==> src/design/mlp_pkg.sv <==
// ----------------------------------------------------------------------------
// mlp_pkg: shared types and constants for the linear perceptron engine
// Item types queued between the front end, the evaluation engine and the result queue.
// ----------------------------------------------------------------------------
package mlp_pkg;

    localparam logic ACT_WEIGHT = 1'b0;
    localparam logic ACT_SAMPLE = 1'b1;

    localparam logic [2:0] CFG_NUM_INPUTS  = 3'd0;
    localparam logic [2:0] CFG_NUM_OUTPUTS = 3'd1;
    localparam logic [2:0] CFG_NUM_HIDDEN  = 3'd2;
    localparam logic [2:0] CFG_NEUR_HIDDEN = 3'd3;
    localparam logic [2:0] CFG_BIAS        = 3'd4;

    // work command passed from front end to engine
    typedef struct packed {
        logic        is_weight;   // weight write
        logic        is_error;    // length mismatch result
        logic [9:0]  widx;
        logic [15:0] value;
    } t_cmd;

    // one result item
    typedef struct packed {
        logic [15:0] value;
        logic [3:0]  index;
        logic        status;
        logic        last;
    } t_res;

endpackage

==> src/design/mlp_cmdq.sv <==
// ----------------------------------------------------------------------------
// mlp_cmdq: small command queue
// Two-entry FIFO decoupling the front end from the evaluation engine.
// ----------------------------------------------------------------------------
module mlp_cmdq (
    input  logic          i_clk,
    input  logic          i_rst_n,
    input  logic          i_push,
    input  mlp_pkg::t_cmd i_data,
    output logic          o_full,
    input  logic          i_pop,
    output logic          o_empty,
    output mlp_pkg::t_cmd o_data
);
    mlp_pkg::t_cmd r_mem [2];
    logic       r_wp;
    logic       r_rp;
    logic [1:0] r_cnt;

    assign o_full  = (r_cnt == 2'd2);
    assign o_empty = (r_cnt == 2'd0);
    assign o_data  = r_mem[r_rp];

    always_ff @(posedge i_clk) begin
        if (i_push) begin
            r_mem[r_wp] <= i_data;
        end
    end

    // pointers and fill count
    always_ff @(posedge i_clk) begin
        if (!i_rst_n) begin
            r_wp  <= 1'b0;
            r_rp  <= 1'b0;
            r_cnt <= '0;
        end else begin
            if (i_push) begin
                r_wp <= ~r_wp;
            end
            if (i_pop) begin
                r_rp <= ~r_rp;
            end
            r_cnt <= r_cnt + {1'b0, i_push} - {1'b0, i_pop};
        end
    end
endmodule

==> config.mk <==
export PLATFORM = sky130hd
export DESIGN_NAME = mlp_cmdq
export DESIGN_NICKNAME = d
export VERILOG_FILES = /design/src/design/mlp_pkg.sv /design/src/design/mlp_cmdq.sv
export SDC_FILE = /design/constraint.sdc
export NUM_CORES = 1
export LEC_CHECK = 0
export BUFFER_PORTS_ARGS = -buffer_cell sky130_fd_sc_hd__buf_4
export CORE_UTILIZATION = 46
export DETAILED_ROUTE_END_ITERATION = 6
export GPL_ROUTABILITY_DRIVEN = 0
export GPL_TIMING_DRIVEN = 0
export PLACE_DENSITY = 0.68
export SLEW_MARGIN = 20
export SYNTH_ARGS = -nofsm -noshare
export SYNTH_HDL_FRONTEND = slang
export SYNTH_SLANG_ARGS = --single-unit
==> constraint.sdc <==
create_clock -name i_clk -period 3.95 [get_ports i_clk]
set_clock_uncertainty 0.05 [all_clocks]
set_input_delay 0.1975 -clock i_clk [delete_from_list [all_inputs] [get_ports i_clk]]
set_output_delay 0.1975 -clock i_clk [all_outputs]
set_load 0.05 [all_outputs]
==> qor.txt <==
Worst r2r path cells = 1
Die area = 5390 um2
CTS sink cnt = 61
Static leakage = 1.37 nW
Port Buffers = 61
Max-cap violation count = 0
Drt pass-1 iters = 4
Grt ovf = 0
CP Max Fanout = 10
Cell area power density = 496 nW/um2
Final wirelength = 4.20 mm
Minimum clock period = 1.72 ns
Critical path type = reg -> out
Crit path DAT = 1.47 ns
Largest area contributor in the netlist = edfxtp_1
Worst hold path stage count = 2
Share of the synthesized area in the top cell type = 0.716
P&R area growth vs syn = 45.7%
Synth cell types = 14
Critical Path, Cell by Cell = buf_6 > buf_12 > mux2_4 > buf_4
Worst VDD drop = 388 uV
DR iter-0 viols = 63
Most frequent cells in the layout = buf_4 (61), edfxtp_1 (56), dlygate4sd3_1 (28)
Final setup viols = 0
DRC errors left = 0
Met1 Use GR = 0.157
Met3 usage = 0.0508
Initial core utilization = 0.488
RSZ-0062 raised after global routing = false
Cts bufs inserted = 9
Ys Warns = 0
Reg2Reg Setup Slack = 2.50 ns
Sw Ratio = 0.263
Row count = 25
Core ar. = 4820 um2
Clk_lat worst skew = 0.32 ns
CP endpoint kind = primary output
Post-route cell area = 3420 um2
Final Max Slew Viols = 0
GR peak layer = met2
Endpoints failing hold = 0
DRT antenna net count = 0
Logic pwr share = 0.208
Sequential share of power = 0.448
TritonCTS clock tree = yes
CP max stage delay = 0.32 ns
Status = finished clean
Final total negative setup slack = 0 ns
Vias post-DR = 1284
Via-per-instance ratio = 4.57
Syn Nets = 142
Clock buffer depth = 2
HP Class = in -> reg
Mapped cell area = 2350 um2
WHS Endpoint = r_wp
Die H = 73.5 um
Gr usage total = 0.171
Initial antenna violation count = 0
Post-Synthesis Cells = 108
Actual slew at the worst max-slew pin = 0.707 ns
Post-place instance area = 2930 um2
Layout Utilization = 0.710
Post-DP HPWL = 2.70 mm
Routed wire per std cell = 14.9 um
Worst-path clk slew = 0.06 ns
Register area share after synthesis = 0.759
Nets@finish = 243
CP required = 3.70 ns
Hold Path Origin = i_rst_n
Vias in the first global route = 1375
H-tree levels = 3
Max_slew headroom = 0.528
Post-CTS resize count = 0
Share of cells above drive strength 1 = 0.519
Antenna cells = 0
Clock share of power = 0.344
Commonest non-fill, non-tap cell in the layout = buf_4
R2r endpoint = r_mem[1][5]
Area contributors post-synth = edfxtp_1 (72%), mux2_4 (13%), dfxtp_1 (4.3%), mux2_2 (3.8%), buf_12 (1.7%)
FF+latch count, synth = 61
Wire length of the first global-routing pass = 6.27 mm
Switch Pwr = 0.446 mW
Pin count of the biggest net entering global routing = 29
Internal power = 1.25 mW
Clk root buf = clkbuf_8
Die X = 73.5 um
Num ports = 62
CP max stage cell = dfxtp_1
FMAX = 583 MHz
Setup crit start kind = register
FF-to-FF Start = r_wp
Met2 Resource Use GR = 0.328
Layout filler cell count = 323
Average cell area after synthesis = 21.7 um2
Final period utilization = 0.435
-- worst max path at each step --
stage	endpoint	slack [ns]	cells past startpoint
floorplan	r_mem[0][0]	1.88	1
global placement	r_mem[0][14]	1.20	2
detailed placement	r_mem[1][14]	2.49	1
CTS	o_data[18]	2.21	4
global route	o_data[16]	2.18	4
finish	o_data[18]	2.23	4
-- repair_timing --
action                                 4_1_cts  5_1_grt
hold buffers                                27        1
buffers inserted                             0        0
endpoints found under the hold margin       53        1
-- critical path: cells and delay by family, from the launching register on --
family	cells	cell delay (ns)
buf+inv	3	0.51
flops	1	0.32
mux	1	0.31
-- flip-flops by register name, summed over array words and instances, names as in the netlist, named ones only --
| name | count |
|---|---|
| r_mem | 56 |
| r_cnt | 2 |
| r_rp | 1 |
| r_wp | 1 |
-- power groups by stage --
stage                     logic [mW]  registers [mW]  clock network, mW
after floorplan                0.234           0.769                  0
after global placement         0.321           0.770                  0
after detailed placement       0.334           0.774                  0
after CTS                      0.356           0.760              0.598
after global routing           0.370           0.762              0.624
final                          0.353           0.760              0.584
-- cell usage after synthesis --
cell / instances
edfxtp_1: 56
dfxtp_1: 5
mux2_2: 8
inv_1: 2
nor2b_1: 4
mux2_4: 20
ha_1: 2
o21a_1: 1
xor2_1: 1
buf_6: 1
buf_12: 2
and2_1: 4
nor2_1: 1
xnor3_1: 1
-- final cells by class --
cell class                      instances  area, um2  area share
Buffer                                  3       51.3      0.0150
Clock buffer                            9        124      0.0362
Clock inverter                          7       90.1      0.0263
Inverter                                2       7.51     0.00219
Multi-Input combinational cell         42        517       0.151
Sequential cell                        61       1780       0.521
Tap cell                               67       83.8      0.0245
Timing Repair Buffer                   90        766       0.224
-- through the flow --
stage / setup slack, ns / cells / power (mW) / hold WS [ns]
floorplan: 1.88 / 108 / 1.00 / 0.246
global placement: 1.20 / 236 / 1.09 / 0.332
detailed placement: 2.49 / 237 / 1.11 / 0.335
CTS: 2.21 / 280 / 1.71 / 0.00144
global route: 2.18 / 281 / 1.76 / 0.0582
finish: 2.23 / 281 / 1.70 / 0.0514
-- routing by layer --
| layer | routed length, um | vias to the layer above | share of wire |
|---|---|---|---|
| met3 | 174 | 8 | 0.041 |
| met5 | 0 | - | 0 |
| met4 | 69 | 0 | 0.016 |
| met1 | 1510 | 618 | 0.36 |
| met2 | 2440 | 42 | 0.58 |
| li1 | - | 616 | - |
-- kinds of logic after synthesis --
logic type / synth area share
flops: 0.759
mux: 0.166
simple gates: 0.0229
buf+inv: 0.0250
xor+xnor: 0.0133
fa+ha+maj: 0.0107
compound gates: 0.00320
No activity file was read; power rests on OpenSTA's default activity.
