File: src/design/mlp_pkg.sv
// ----------------------------------------------------------------------------
// mlp_pkg: shared types and constants for the linear perceptron engine
// Item types queued between the front end, the evaluation engine and the result queue.
// ----------------------------------------------------------------------------
package mlp_pkg;

    localparam logic ACT_WEIGHT = 1'b0;
    localparam logic ACT_SAMPLE = 1'b1;

    localparam logic [2:0] CFG_NUM_INPUTS  = 3'd0;
    localparam logic [2:0] CFG_NUM_OUTPUTS = 3'd1;
    localparam logic [2:0] CFG_NUM_HIDDEN  = 3'd2;
    localparam logic [2:0] CFG_NEUR_HIDDEN = 3'd3;
    localparam logic [2:0] CFG_BIAS        = 3'd4;

    // work command passed from front end to engine
    typedef struct packed {
        logic        is_weight;   // weight write
        logic        is_error;    // length mismatch result
        logic [9:0]  widx;
        logic [15:0] value;
    } t_cmd;

    // one result item
    typedef struct packed {
        logic [15:0] value;
        logic [3:0]  index;
        logic        status;
        logic        last;
    } t_res;

endpackage

File: src/design/mlp_front.sv
// ----------------------------------------------------------------------------
// mlp_front: input classifier
// Counts samples, stores them in the input buffer, and on the final sample
// queues either an evaluate or a length-error command. Weight writes pass on.
// ----------------------------------------------------------------------------
module mlp_front #(
    parameter int MAX_WIDTH = 16
) (
    input  logic               i_clk,
    input  logic               i_rst_n,
    input  logic               i_take,
    input  logic               i_action,
    input  logic [9:0]         i_weight_index,
    input  logic [15:0]        i_value,
    input  logic               i_last_sample,
    input  logic [4:0]         i_num_inputs,
    output logic               o_cmd_valid,
    output mlp_pkg::t_cmd      o_cmd,
    output logic               o_smp_we,
    output logic [$clog2(MAX_WIDTH)-1:0] o_smp_addr,
    output logic [15:0]        o_smp_data
);
    localparam int AW = $clog2(MAX_WIDTH);

    logic [4:0] r_count;
    logic [4:0] n_count;
    logic       is_smp;
    logic       bad_len;

    assign is_smp = i_take && (i_action == mlp_pkg::ACT_SAMPLE);
    assign n_count = (r_count == 5'd31) ? r_count : r_count + 5'd1;
    assign bad_len = (n_count != i_num_inputs) || (32'(i_num_inputs) > MAX_WIDTH);

    // sample count
    always_ff @(posedge i_clk) begin
        if (!i_rst_n) begin
            r_count <= '0;
        end else if (is_smp) begin
            r_count <= i_last_sample ? 5'd0 : n_count;
        end
    end

    assign o_smp_we   = is_smp && (32'(r_count) < MAX_WIDTH);
    assign o_smp_addr = AW'(r_count);
    assign o_smp_data = i_value;

    // command to engine
    assign o_cmd_valid = i_take && ((i_action == mlp_pkg::ACT_WEIGHT) || i_last_sample);
    always_comb begin
        o_cmd.is_weight = (i_action == mlp_pkg::ACT_WEIGHT);
        o_cmd.is_error  = bad_len;
        o_cmd.widx      = i_weight_index;
        o_cmd.value     = i_value;
    end
endmodule

File: config.mk
export PLATFORM = sky130hd
export DESIGN_NAME = mlp_front
export DESIGN_NICKNAME = d
export VERILOG_FILES = /design/src/design/mlp_pkg.sv /design/src/design/mlp_front.sv
export SDC_FILE = /design/constraint.sdc
export NUM_CORES = 1
export LEC_CHECK = 0
export CORE_MARGIN = 1
export CORE_UTILIZATION = 36
export CTS_BUF_LIST = sky130_fd_sc_hd__clkbuf_4 sky130_fd_sc_hd__clkbuf_8
export CTS_CLUSTER_SIZE = 10
export DETAILED_ROUTE_END_ITERATION = 8
export DONT_BUFFER_PORTS = 1
export GPL_TIMING_DRIVEN = 1
export PLACE_DENSITY = 0.6
export SLEW_MARGIN = 20
export SYNTH_ARGS = -nofsm -noshare
export SYNTH_HDL_FRONTEND = slang
export SYNTH_SLANG_ARGS = --single-unit
File: constraint.sdc
create_clock -name i_clk -period 3.5 [get_ports i_clk]
set_input_delay 0.175 -clock i_clk [delete_from_list [all_inputs] [get_ports i_clk]]
set_output_delay 0.175 -clock i_clk [all_outputs]
set_load 0.005 [all_outputs]
==> summary.txt <==
Yosys
  • Synth warnings: 0
  • Count of cell types in the netlist: 29
  • Seq cells post-synth: 5
  • Post-Synthesis Cells: 95
  • Register area share after synthesis: 0.128
  • Syn Area/Cell: about 8.3 um^2
  • Synth Net Count: roughly 130
  • Post-synthesis cell area: between 700 and 800 um^2

Timing
  • Max Fclk: approximately 0.47 GHz
  • Worst setup margin: about 1.4 ns
  • Least-Margin Pin Slew: between 0.3 and 0.4 ns
  • Crit path time final: between 2 and 2.5 ns
  • Final hold violation count: 0
  • RSZ-0062 raised after global routing: false
  • Final setup fails: 0
  • Crit share post-route: 0.605
  • Slew Limit Fails: 0
  • Slew headroom: 0.740
  • Setup TNS Final: 0 ns
  • Final setup skew: between 0.0006 and 0.0007 ns

Final layout
  • Register Area: ~100 um^2
  • Antenna Cells: 0
  • Total Nets Final: just under 90
  • Commonest non-fill, non-tap cell in the layout: dfxtp_1
  • Top Registers: r_count (5)
  • Non-Filler Instances: 77
  • Layout cell share with drive strength beyond 1: 0.180
  • Largest register FFs: 5
  • Commonest cells after routing, fill and taps aside: 5 x dfxtp_1, 4 x nor2_1, 4 x nor2b_1, 4 x clkbuf_4
  • Filler cell count: 221
  • Multi-input gate area: between 300 and 400 um^2
  • Fin util: 0.239
  • Area added between synthesis and finish: -38.9%
  • Largest Register: r_count

Worst setup path
  • Setup crit start kind: register
  • Critical Path RT: approximately 3.3 ns
  • CP max FO: 9
  • WS Path Type: register to output port
  • Setup crit end kind: output port
  • Critical Path AT: between 1.5 and 2 ns

Clocking
  • Number of CTS-inserted buffers: 3
  • Post-CTS Hold Buffers: 0
  • CTS clk-pin slew, worst paths: ~0.040 ns
  • Root Buffer: clkbuf_4
  • Post_cts resized: 0
  • CTS tree: yes
  • CTS max path bufs: 2
  • H-tree level count: 1
  • Post CTS Setup Buffer Count: 0
  • Clk Latency, worst-skew pair: approximately 0.24 ns
  • Sink Count: 5

Global routing
  • Vias in the first global route: about 400
  • GR Overflow Total: 0
  • Largest net degree at the start of global routing: 10
  • Initial antenna violation count: 0
  • First-pass GRT wire length: 1750 um
  • Gr usage total: 0.0984

Drt
  • DRC Markers: 0
  • Final ANT Viol Nets: 0
  • Drt wl/cell: 14.6 um
  • First-iteration detailed-routing DRC count: 7
  • Routed WL: approximately 1100 um
  • Vias: roughly 400
  • Vias per cell: 5.34
  • First-pass DRT Iterations: 4

Die
  • Die area: 0.00237 mm^2
  • Die Width: 48.7 um
  • Rows: 16
  • Initial Util: 0.392
  • Die Y: ~49 um
  • Core box area: between 0.002 and 0.0025 mm^2
  • Num ports: 86

Hold path
  • Path category of the worst min-delay check: input pin to register

Power
  • Max VDD drop: roughly 0.00013 V
  • Leak pwr: 0.000154 uW
  • Pwr dens: slightly above 300 mW/mm^2
  • Total power: 147 uW

Run
  • Max_cap viols: 0

Placed design
  • Final HPWL from detailed placement: approximately 860 um
  • Port bufs: 0
  • Dpl cells: 73
  • Pre-CTS setup slack: ~1.6 ns
  • Global placement routability congestion: 0.695

Run status
  • Status: finished, final reports clean
layer usage:
metal | vias up | part of all wire | track usage
li1 | 184 | - | -
met1 | 183 | 0.37 | 0.0832
met2 | 24 | 0.44 | 0.155
met3 | 20 | 0.15 | 0.0566
met4 | 0 | 0.042 | 0.103
met5 | - | 0 | 0
cells by family (layout without fill, tap and decap cells):
family                   Yosys count  in the layout  share of synthesized area
AND/OR/NAND/NOR                   18             18                      0.137
adder cells (fa/ha/maj)            1              1                     0.0159
AO/OA/AOI/OAI                     14             14                      0.169
flip-flops                         5              5                      0.128
buffers and inverters             51              6                      0.480
multiplexers                       2              2                     0.0255
XOR/XNOR                           4              4                     0.0447
cells in the mapped netlist:
master / number / area [um^2]
buf_4: 47 / 353
dfxtp_1: 5 / 100
nor2_1: 4 / 15.0
nor2b_1: 4 / 25.0
a22oi_1: 3 / 22.5
nand2_1: 3 / 11.3
xnor2_1: 3 / 26.3
a21boi_0: 2 / 15.0
a21oi_1: 2 / 10.0
inv_1: 2 / 7.51
mux2i_1: 2 / 20.0
a2111oi_4: 1 / 27.5
a31oi_1: 1 / 6.26
a41oi_1: 1 / 8.76
and2_1: 1 / 6.26
and3_1: 1 / 6.26
buf_6: 1 / 11.3
clkbuf_2: 1 / 5.00
ha_1: 1 / 12.5
nand3_2: 1 / 10.0
nand4_1: 1 / 6.26
nor3b_1: 1 / 7.51
nor4_1: 1 / 6.26
o2111ai_1: 1 / 8.76
o21a_4: 1 / 15.0
o21bai_1: 1 / 7.51
o221a_2: 1 / 11.3
or4b_4: 1 / 13.8
xor2_1: 1 / 8.76
path summary, 6_finish.rpt:
path / depth (start not counted) / start / to / slack [ns]
setup / recovery: 5 / r_count[0] / o_cmd[26] / 1.38
hold / removal: 1 / i_rst_n / r_count[2] / 0.06
setup reg to reg: 5 / r_count[0] / r_count[3] / 1.89
hold reg to reg: 1 / r_count[4] / r_count[4] / 0.67
per-stage QoR:
| step | hold slack [ns] | cell area, um^2 |
|---|---|---|
| 2_1_floorplan | 0.303 | 785 |
| 3_3_place_gp | 0.310 | 449 |
| 3_5_place_dp | 0.309 | 449 |
| 4_1_cts | 0.0529 | 479 |
| 5_1_grt | 0.0633 | 479 |
| 6_report | 0.0610 | 479 |
layout make-up:
| class | count | share of cell area |
|---|---|---|
| clock buffers | 4 | 0.0627 |
| inverters | 2 | 0.0157 |
| multi-input cells | 39 | 0.642 |
| flip-flops and latches | 5 | 0.209 |
| well taps | 27 | 0.0705 |
critical path, cell delays in order (launching register included):
cell and delay [ns]:
dfxtp_1 0.55, ha_1 0.32, nand3_2 0.12, o21a_4 0.23, a2111oi_4 0.32, o2111ai_1 0.16
where the power goes:
group / switching, uW / leakage [uW] / total [uW] / internal [uW]
logic: 6.27 / 0.0000950 / 12.5 / 6.26
registers: 1.89 / 0.0000404 / 59.7 / 57.8
clock network: 23.8 / 0.0000184 / 74.6 / 50.8
total: 32.0 / 0.000154 / 147 / 115
(Power assumes the default switching activity.)
