[src/design/mlp_pkg.sv]
// ----------------------------------------------------------------------------
// mlp_pkg: shared types and constants for the linear perceptron engine
// Item types queued between the front end, the evaluation engine and the result queue.
// ----------------------------------------------------------------------------
package mlp_pkg;

    localparam logic ACT_WEIGHT = 1'b0;
    localparam logic ACT_SAMPLE = 1'b1;

    localparam logic [2:0] CFG_NUM_INPUTS  = 3'd0;
    localparam logic [2:0] CFG_NUM_OUTPUTS = 3'd1;
    localparam logic [2:0] CFG_NUM_HIDDEN  = 3'd2;
    localparam logic [2:0] CFG_NEUR_HIDDEN = 3'd3;
    localparam logic [2:0] CFG_BIAS        = 3'd4;

    // work command passed from front end to engine
    typedef struct packed {
        logic        is_weight;   // weight write
        logic        is_error;    // length mismatch result
        logic [9:0]  widx;
        logic [15:0] value;
    } t_cmd;

    // one result item
    typedef struct packed {
        logic [15:0] value;
        logic [3:0]  index;
        logic        status;
        logic        last;
    } t_res;

endpackage

[src/design/mlp_resq.sv]
// ----------------------------------------------------------------------------
// mlp_resq: result queue
// Two-entry FIFO holding results until the consumer pops them.
// ----------------------------------------------------------------------------
module mlp_resq (
    input  logic          i_clk,
    input  logic          i_rst_n,
    input  logic          i_push,
    input  mlp_pkg::t_res i_data,
    output logic          o_full,
    input  logic          i_pop,
    output logic          o_empty,
    output mlp_pkg::t_res o_data
);
    mlp_pkg::t_res r_mem [2];
    logic       r_wp;
    logic       r_rp;
    logic [1:0] r_cnt;
    logic       pop_ok;

    assign o_full  = (r_cnt == 2'd2);
    assign o_empty = (r_cnt == 2'd0);
    assign o_data  = r_mem[r_rp];
    assign pop_ok  = i_pop && !o_empty;

    always_ff @(posedge i_clk) begin
        if (i_push) begin
            r_mem[r_wp] <= i_data;
        end
    end

    // pointers and fill count
    always_ff @(posedge i_clk) begin
        if (!i_rst_n) begin
            r_wp  <= 1'b0;
            r_rp  <= 1'b0;
            r_cnt <= '0;
        end else begin
            if (i_push) begin
                r_wp <= ~r_wp;
            end
            if (pop_ok) begin
                r_rp <= ~r_rp;
            end
            r_cnt <= r_cnt + {1'b0, i_push} - {1'b0, pop_ok};
        end
    end
endmodule

[config.mk]
export PLATFORM = sky130hd
export DESIGN_NAME = mlp_resq
export DESIGN_NICKNAME = d
export VERILOG_FILES = /design/src/design/mlp_pkg.sv /design/src/design/mlp_resq.sv
export SDC_FILE = /design/constraint.sdc
export NUM_CORES = 1
export LEC_CHECK = 0
export ABC_CLOCK_PERIOD_IN_PS = 1840
export BUFFER_PORTS_ARGS = -buffer_cell sky130_fd_sc_hd__buf_4
export CAP_MARGIN = 20
export CORE_ASPECT_RATIO = 1.25
export CORE_UTILIZATION = 46
export CTS_CLUSTER_SIZE = 14
export DETAILED_ROUTE_END_ITERATION = 7
export PLACE_DENSITY = 0.74
export SLEW_MARGIN = 20
export SYNTH_ARGS = -nofsm -noshare
export SYNTH_HDL_FRONTEND = slang
export SYNTH_SLANG_ARGS = --single-unit
[constraint.sdc]
create_clock -name i_clk -period 1.84 [get_ports i_clk]
set_clock_uncertainty 0.1 [all_clocks]
set_input_delay 0.184 -clock i_clk [delete_from_list [all_inputs] [get_ports i_clk]]
set_output_delay 0.184 -clock i_clk [all_outputs]
set_load 0.01 [all_outputs]
==> results of run 1 <==
[sequential cells by signal (all words and copies together), names as in the netlist, named ones only]
register  count
r_wp          1
r_mem        44
r_cnt         2
r_rp          1
[per-layer routing]
layer | vias up | track usage [%] | part of all wire [%] | wire length, µm
li1 | 504 | - | - | -
met1 | 526 | 15.5 | 34 | 1070
met2 | 32 | 31.0 | 58 | 1810
met3 | 8 | 6.24 | 5.3 | 166
met4 | 0 | 8.47 | 2.4 | 76
met5 | - | 0 | 0 | 0
[layout make-up]
cell class / count / area share [%]
clock buffer: 7 / 3.27
clock inverter: 1 / 1.14
inverter: 2 / 0.284
multi-input combinational: 38 / 14.6
sequential: 49 / 53.8
tap: 54 / 2.56
timing repair buffer: 75 / 24.3
[critical path, delay by kind of cell (launching register included)]
family	cells	cell delay, ps
DFF	1	340
buffers and inverters	2	350
muxes	1	350
[cell families after synthesis]
group	after synthesis	share of synthesized area (%)
flops	49	77.8
mux	24	14.7
simple gates	9	2.81
fa+ha+maj	2	1.37
compound gates	2	0.891
buf+inv	4	1.23
xor+xnor	1	1.23
[cells in the final DEF, fill, tap and decap left out, types with 3 or more instances in the layout]
cell type,count
buf_4,51
clkbuf_8,6
dfxtp_1,5
dlygate4sd3_1,22
edfxtp_1,44
mux2_1,22
nor2b_1,3
[power by group through the flow]
stage / Clock, mW / Sequential (mW) / Combinational (mW)
global route: 0.834 / 1.36 / 0.787
floorplan: 0 / 1.36 / 0.387
finish: 0.775 / 1.35 / 0.723
CTS: 0.792 / 1.35 / 0.740
detailed placement: 0 / 1.37 / 0.699
global placement: 0 / 1.36 / 0.675
[through the flow]
stage / total power [mW] / setup WS [ps] / hold WS (ps) / utilization (%) / std cells
final: 2.84 / 225 / 27.5 / 69.8 / 226
after global routing: 2.98 / 160 / 32.7 / 69.8 / 226
after CTS: 2.88 / 195 / 24.2 / 69.8 / 226
after detailed placement: 2.07 / 301 / 273 / 60.9 / 196
after global placement: 2.04 / 383 / 270 / 60.9 / 196
after floorplan: 1.75 / 398 / 183 / - / 91
[final timing paths]
| check | slack [ps] | cells after the start | endpoint | start |
|---|---|---|---|---|
| hold / removal | 30 | 2 | r_wp | i_rst_n |
| setup / recovery | 230 | 3 | o_data[7] | flip-flop |
| hold reg to reg | 420 | 2 | r_rp | r_rp |
| setup reg to reg | 300 | 6 | r_cnt[1] | r_cnt[1] |
[timing repair]
item | in CTS | in global routing
endpoints found under the hold margin | 44 | 0
gates resized for setup | 0 | 0
hold buffers | 22 | 0
setup endpoints to repair | 0 | 0
==> key figures, run 1 <==
Run status
  • Outcome: finished, final reports clean

Global route
  • Number of global-route vias before repair: 1133
  • Largest net degree at the start of global routing: 17
  • First-pass GRT wire length: 4.95 mm
  • GRT Overall Usage: 16.7%
  • Total gr overflow: 0
  • Initial antenna violation count: 0

Critical path
  • Worst Path Max Fanout: 11
  • Crit-path cells: buf_4 > mux2_1 > buf_4
  • Most used cell, CP: buf_4
  • Biggest cell delay along the critical path: 350 ps
  • Nature of the critical path startpoint: flip-flop
  • Crit end category: output port
  • Crit-path slowest cell: mux2_1
  • Critical path class: reg2out
  • Crit path arrival time: 1330 ps
  • Worst path required time: 1560 ps

Yosys
  • Net Count, Synth: 119
  • Synth warn: 0
  • Post-synth top area share: 72.3%
  • Syn avg cell area: 20.1 µm²
  • Async SR Flop Fraction: 0%
  • Largest cells by area after synthesis: edfxtp_1 72%, mux2_1 14%, dfxtp_1 5.5%, ha_1 1.4%, nor2b_1 1.4%
  • Flops & latches, synth: 49
  • Post-synthesis cell area: 1830 µm²
  • Top_reg_cell synth: edfxtp_1
  • EDFF count, synth: 44
  • Count leader, synth: edfxtp_1
  • Gate Count Post-Synth: 91
  • Top cells by count, synth: 44 x edfxtp_1, 22 x mux2_1, 5 x dfxtp_1
  • Area leader, netlist: edfxtp_1
  • Sequential fraction of the synthesis area: 77.8%
  • Distinct cells, synth: 15

Layout
  • Number of antenna diodes: 0
  • Final nets: 199
  • Share of post-route cells with drive strength above 1: 36.0%
  • Area of the multi-input gates: 385 µm²
  • Layout fillers: 261
  • FF+latch area: 1420 µm²
  • Synth-to-Final Area Change: 44.6%
  • Final Cell Area: 2640 µm²

Power and ir drop
  • Internal: 2.17 mW
  • Clock share of power: 27.2%
  • Sequential share of power: 47.4%
  • Combinational share of power: 25.4%
  • Worst vdd ir: 0.000653 V
  • Switching share of power: 23.8%
  • Pwr Density: 1080 nW/µm²
  • P_sw: 677 µW
  • Static Leak: 1.03 nW

Floorplan
  • Chip Width: 58.4 µm
  • Core area: 3780 µm²
  • Number of cell rows: 25
  • Initial core utilization: 48.3%
  • Die area: 4230 µm²
  • IO Count: 50
  • Die H: 72.5 µm

Timing
  • Max Slew Vio Count: 0
  • Final hold violations: 0
  • RSZ-0062 raised after global routing: no
  • Endpoints failing setup: 0
  • Min Clock Period, post-route: 1610 ps
  • Tcrit/Tclk final: 87.8%
  • Final setup TNS: 0 ps
  • Maximum clock rate: 619 MHz
  • Rel. slew slack: 68.9%
  • Worst slew pin tran: 464 ps

Worst hold path
  • Hold crit path type: in2reg

Clock network
  • Max Buffers Root-to-Sink: 2
  • TritonCTS Buffers: 5
  • Clock Tree Root: clkbuf_8
  • Skew-Pair Late Insertion Delay: 300 ps
  • CTS H-Tree Depth: 2
  • # clock sinks: 49
  • Clock-pin slew of the registers on the worst-case setup and hold paths: 80 ps
  • CTS tree: yes
  • Setup repair bufs after CTS: 0

Routing
  • DR iter-0 viols: 30
  • Wire length per cell: 13.8 µm
  • Final ANT Viol Nets: 0
  • Vias: 1070
  • Router iterations before antenna repair: 4
  • DRC viols: 0
  • Vias/cell: 4.73
  • Post-Route WL: 3.12 mm

Job
  • Number of max-cap violations: 0

Place
  • DP Wirelength: 2.15 mm
  • Placer congestion estimate: 0.620
  • DP Area: 2300 µm²
  • Port Buffers: 49
Note: power is estimated with default switching activity, not from simulation.
==> inputs of run 2 (changes only) <==
--- a/config.mk
+++ b/config.mk
@@ -5,6 +5,7 @@
 export SDC_FILE = /design/constraint.sdc
 export NUM_CORES = 1
 export LEC_CHECK = 0
+export ABC_AREA = 1
 export ABC_CLOCK_PERIOD_IN_PS = 1840
 export BUFFER_PORTS_ARGS = -buffer_cell sky130_fd_sc_hd__buf_4
 export CAP_MARGIN = 20
@@ -12,7 +13,8 @@
 export CORE_UTILIZATION = 46
 export CTS_CLUSTER_SIZE = 14
 export DETAILED_ROUTE_END_ITERATION = 7
-export PLACE_DENSITY = 0.74
+export PLACE_DENSITY_LB_ADDON = 0.12
+export SKIP_LAST_GASP = 1
 export SLEW_MARGIN = 20
 export SYNTH_ARGS = -nofsm -noshare
 export SYNTH_HDL_FRONTEND = slang
==> run 2 against run 1 <==
Compared with the run above:
- routed wire length is 0.93% lower
- global-route usage is 0.35 points lower
- cell area is 1.5% lower
- cell count is 7.1% higher
- combinational power is 2% higher
- synthesized cell count is 14% higher
- first-iteration DRC count is 17% lower
- flip-flop and latch count stayed put
==> key figures, run 2 <==
Place
  • Port Buffers: 49 (unchanged)
  • Placed Cells: 211 (was 196)
  • DP Wirelength: 2.07 mm (was 2.15 mm)
  • Placer congestion estimate: 0.724 (was 0.620)
  • DP Area: 2290 µm² (was 2300 µm²)
  • Post-Place Setup Slack: 305 ps (was 301 ps)

Power and ir drop
  • Pwr Density: 1020 nW/µm² (was 1080 nW/µm²)
  • Worst vdd ir: 0.000786 V (was 0.000653 V)
  • Static Leak: 1.04 nW (was 1.03 nW)
  • Total power: 2.65 mW (was 2.84 mW)

Clock network
  • CTS H-Tree Depth: 2 (unchanged)
  • Clock Tree Root: clkbuf_8 (unchanged)
  • TritonCTS Buffers: 5 (unchanged)
  • Max Buffers Root-to-Sink: 2 (unchanged)
  • CTS tree: yes (unchanged)
  • # clock sinks: 49 (unchanged)
  • Skew-Pair Late Insertion Delay: 290 ps (was 300 ps)
  • Clock-pin slew of the registers on the worst-case setup and hold paths: 70 ps (was 80 ps)

Floorplan
  • Die H: 72.5 µm (about the same)
  • Die area: 4230 µm² (about the same)
  • Chip Width: 58.4 µm (about the same)
  • Initial core utilization: 48.3% (about the same)
  • Core area: 3780 µm² (unchanged)
  • IO Count: 50 (unchanged)
  • Number of cell rows: 25 (unchanged)

Global route
  • Largest net degree at the start of global routing: 15 (was 17)
  • First-pass GRT wire length: 4.73 mm (was 4.95 mm)
  • Initial antenna violation count: 0 (unchanged)
  • Number of global-route vias before repair: 1139 (was 1133)
  • Total gr overflow: 0 (unchanged)
  • GRT Overall Usage: 16.3% (was 16.7%)

Yosys
  • Top_reg_cell synth: edfxtp_1 (unchanged)
  • Post-synth top area share: 72.2% (was 72.3%)
  • Gate Count Post-Synth: 104 (was 91)
  • Largest cells by area after synthesis: edfxtp_1 72%, mux2_2 14%, dfxtp_1 5.5%, nor2_1 2.1%, inv_1 1.6% (was edfxtp_1 72%, mux2_1 14%, dfxtp_1 5.5%, ha_1 1.4%, nor2b_1 1.4%)
  • Syn avg cell area: 17.6 µm² (was 20.1 µm²)
  • Flops & latches, synth: 49 (unchanged)
  • Top cells by count, synth: 44 x edfxtp_1, 22 x mux2_2, 10 x nor2_1 (was 44 x edfxtp_1, 22 x mux2_1, 5 x dfxtp_1)
  • Post-synthesis cell area: 1830 µm² (about the same)
  • Sequential fraction of the synthesis area: 77.7% (was 77.8%)
  • Net Count, Synth: 132 (was 119)
  • Async SR Flop Fraction: 0% (unchanged)
  • EDFF count, synth: 44 (unchanged)
  • Count leader, synth: edfxtp_1 (unchanged)
  • Synth warn: 0 (unchanged)
  • Area leader, netlist: edfxtp_1 (unchanged)
  • Distinct cells, synth: 10 (was 15)

Timing
  • Final setup TNS: 0 ps (unchanged)
  • Maximum clock rate: 615 MHz (was 619 MHz)
  • Endpoints failing setup: 0 (unchanged)
  • Final hold violations: 0 (unchanged)
  • Max Slew Vio Count: 0 (unchanged)
  • Tcrit/Tclk final: 88.3% (was 87.8%)
  • Min Clock Period, post-route: 1630 ps (was 1610 ps)
  • RSZ-0062 raised after global routing: no (unchanged)
  • Rel. slew slack: 88.7% (was 68.9%)
  • Worst slew pin tran: 168 ps (was 464 ps)
  • Setup WS post-layout: 215 ps (was 225 ps)

Critical path
  • Worst Path Max Fanout: 12 (was 11)
  • Worst path required time: 1560 ps (about the same)
  • Crit end category: output port (unchanged)
  • Crit path arrival time: 1340 ps (was 1330 ps)
  • Nature of the critical path startpoint: flip-flop (unchanged)
  • Critical path class: reg2out (unchanged)
  • R2r worst-path depth: 10 (was 6)
  • R2r setup slk: 290 ps (was 300 ps)

Routing
  • Post-Route WL: 3.09 mm (was 3.12 mm)
  • DR iter-0 viols: 25 (was 30)
  • Vias: 1102 (was 1070)
  • DRC viols: 0 (unchanged)
  • Wire length per cell: 12.8 µm (was 13.8 µm)
  • Final ANT Viol Nets: 0 (unchanged)
  • Router iterations before antenna repair: 4 (unchanged)
  • Vias/cell: 4.55 (was 4.73)

Layout
  • Synth-to-Final Area Change: 42.2% (was 44.6%)
  • Fin cells: 242 (was 226)
  • Most frequent cells in the layout: 55 x buf_4, 44 x edfxtp_1, 23 x dlygate4sd3_1, 22 x mux2_2, 9 x nor2_1 (was 51 x buf_4, 44 x edfxtp_1, 22 x mux2_1, 22 x dlygate4sd3_1, 6 x clkbuf_8)
  • Registers with the most flip-flops: r_mem (44), r_cnt (2) (unchanged)
  • Final Cell Area: 2600 µm² (was 2640 µm²)
  • Commonest non-fill, non-tap cell in the layout: buf_4 (unchanged)
  • Share of post-route cells with drive strength above 1: 44.7% (was 36.0%)
  • Reg with most FFs: r_mem (unchanged)
  • Max reg flops: 44 (unchanged)
  • Number of antenna diodes: 0 (unchanged)
  • Final nets: 215 (was 199)

Worst hold path
  • Hold crit path type: in2reg (unchanged)
  • Hold depth: 3 (was 2)

Job
  • Number of max-cap violations: 0 (unchanged)

Run status
  • Outcome: finished, final reports clean (unchanged)
[run 2: repair_timing]
| item | CTS | global route |
|---|---|---|
| hold buffers | 23 | 0 |
| setup buffers | 0 | 0 |
| hold endpoints to repair | 45 | 0 |
| resized for setup | 0 | 0 |
[run 2: layer usage]
layer,track usage [%],part of all wire [%],vias up
li1,-,-,542
met1,14.4,35,516
met2,30.5,57,38
met3,5.88,6.0,6
met4,10.1,2.2,0
met5,0,0,-
[run 2: worst paths after layout]
check,to,from
worst max-delay path,o_data[4],flip-flop
worst min-delay path,r_wp,i_push
worst max register to register,r_cnt[1],r_cnt[1]
worst min register to register,r_wp,r_wp
[run 2: kinds of logic after synthesis]
group           synth area share (%)
buf+inv                         2.87
fa+ha+maj                       1.37
simple gates                    4.24
compound gates                 0.273
flops                           77.7
mux                             13.5
[run 2: where the power goes]
part	internal, mW	switching [mW]	leakage, nW
sequential	1.31	0.0325	0.454
clock	0.267	0.308	0.0422
combinational	0.404	0.332	0.548
[run 2: worst max-delay path: stages (launching register included)]
cell,delay [ps]
dfxtp_1,330
buf_4,210
mux2_2,370
buf_4,150
[run 2: through the flow]
step           utilization (%)  hold slack, ps
6_report                  68.7            49.4
5_1_grt                   68.7            61.1
4_1_cts                   68.7            42.3
3_5_place_dp              60.5             271
3_3_place_gp              60.5             269
2_1_floorplan                -             177
[run 2: layout make-up]
cell class	count	area (µm²)
flip-flops and latches	49	1420
fillers	285	1180
repair buffers	78	643
multi-input cells	45	358
clock buffers	7	76.3
well taps	54	67.6
inverters	8	30.0
clock inverters	1	5.00
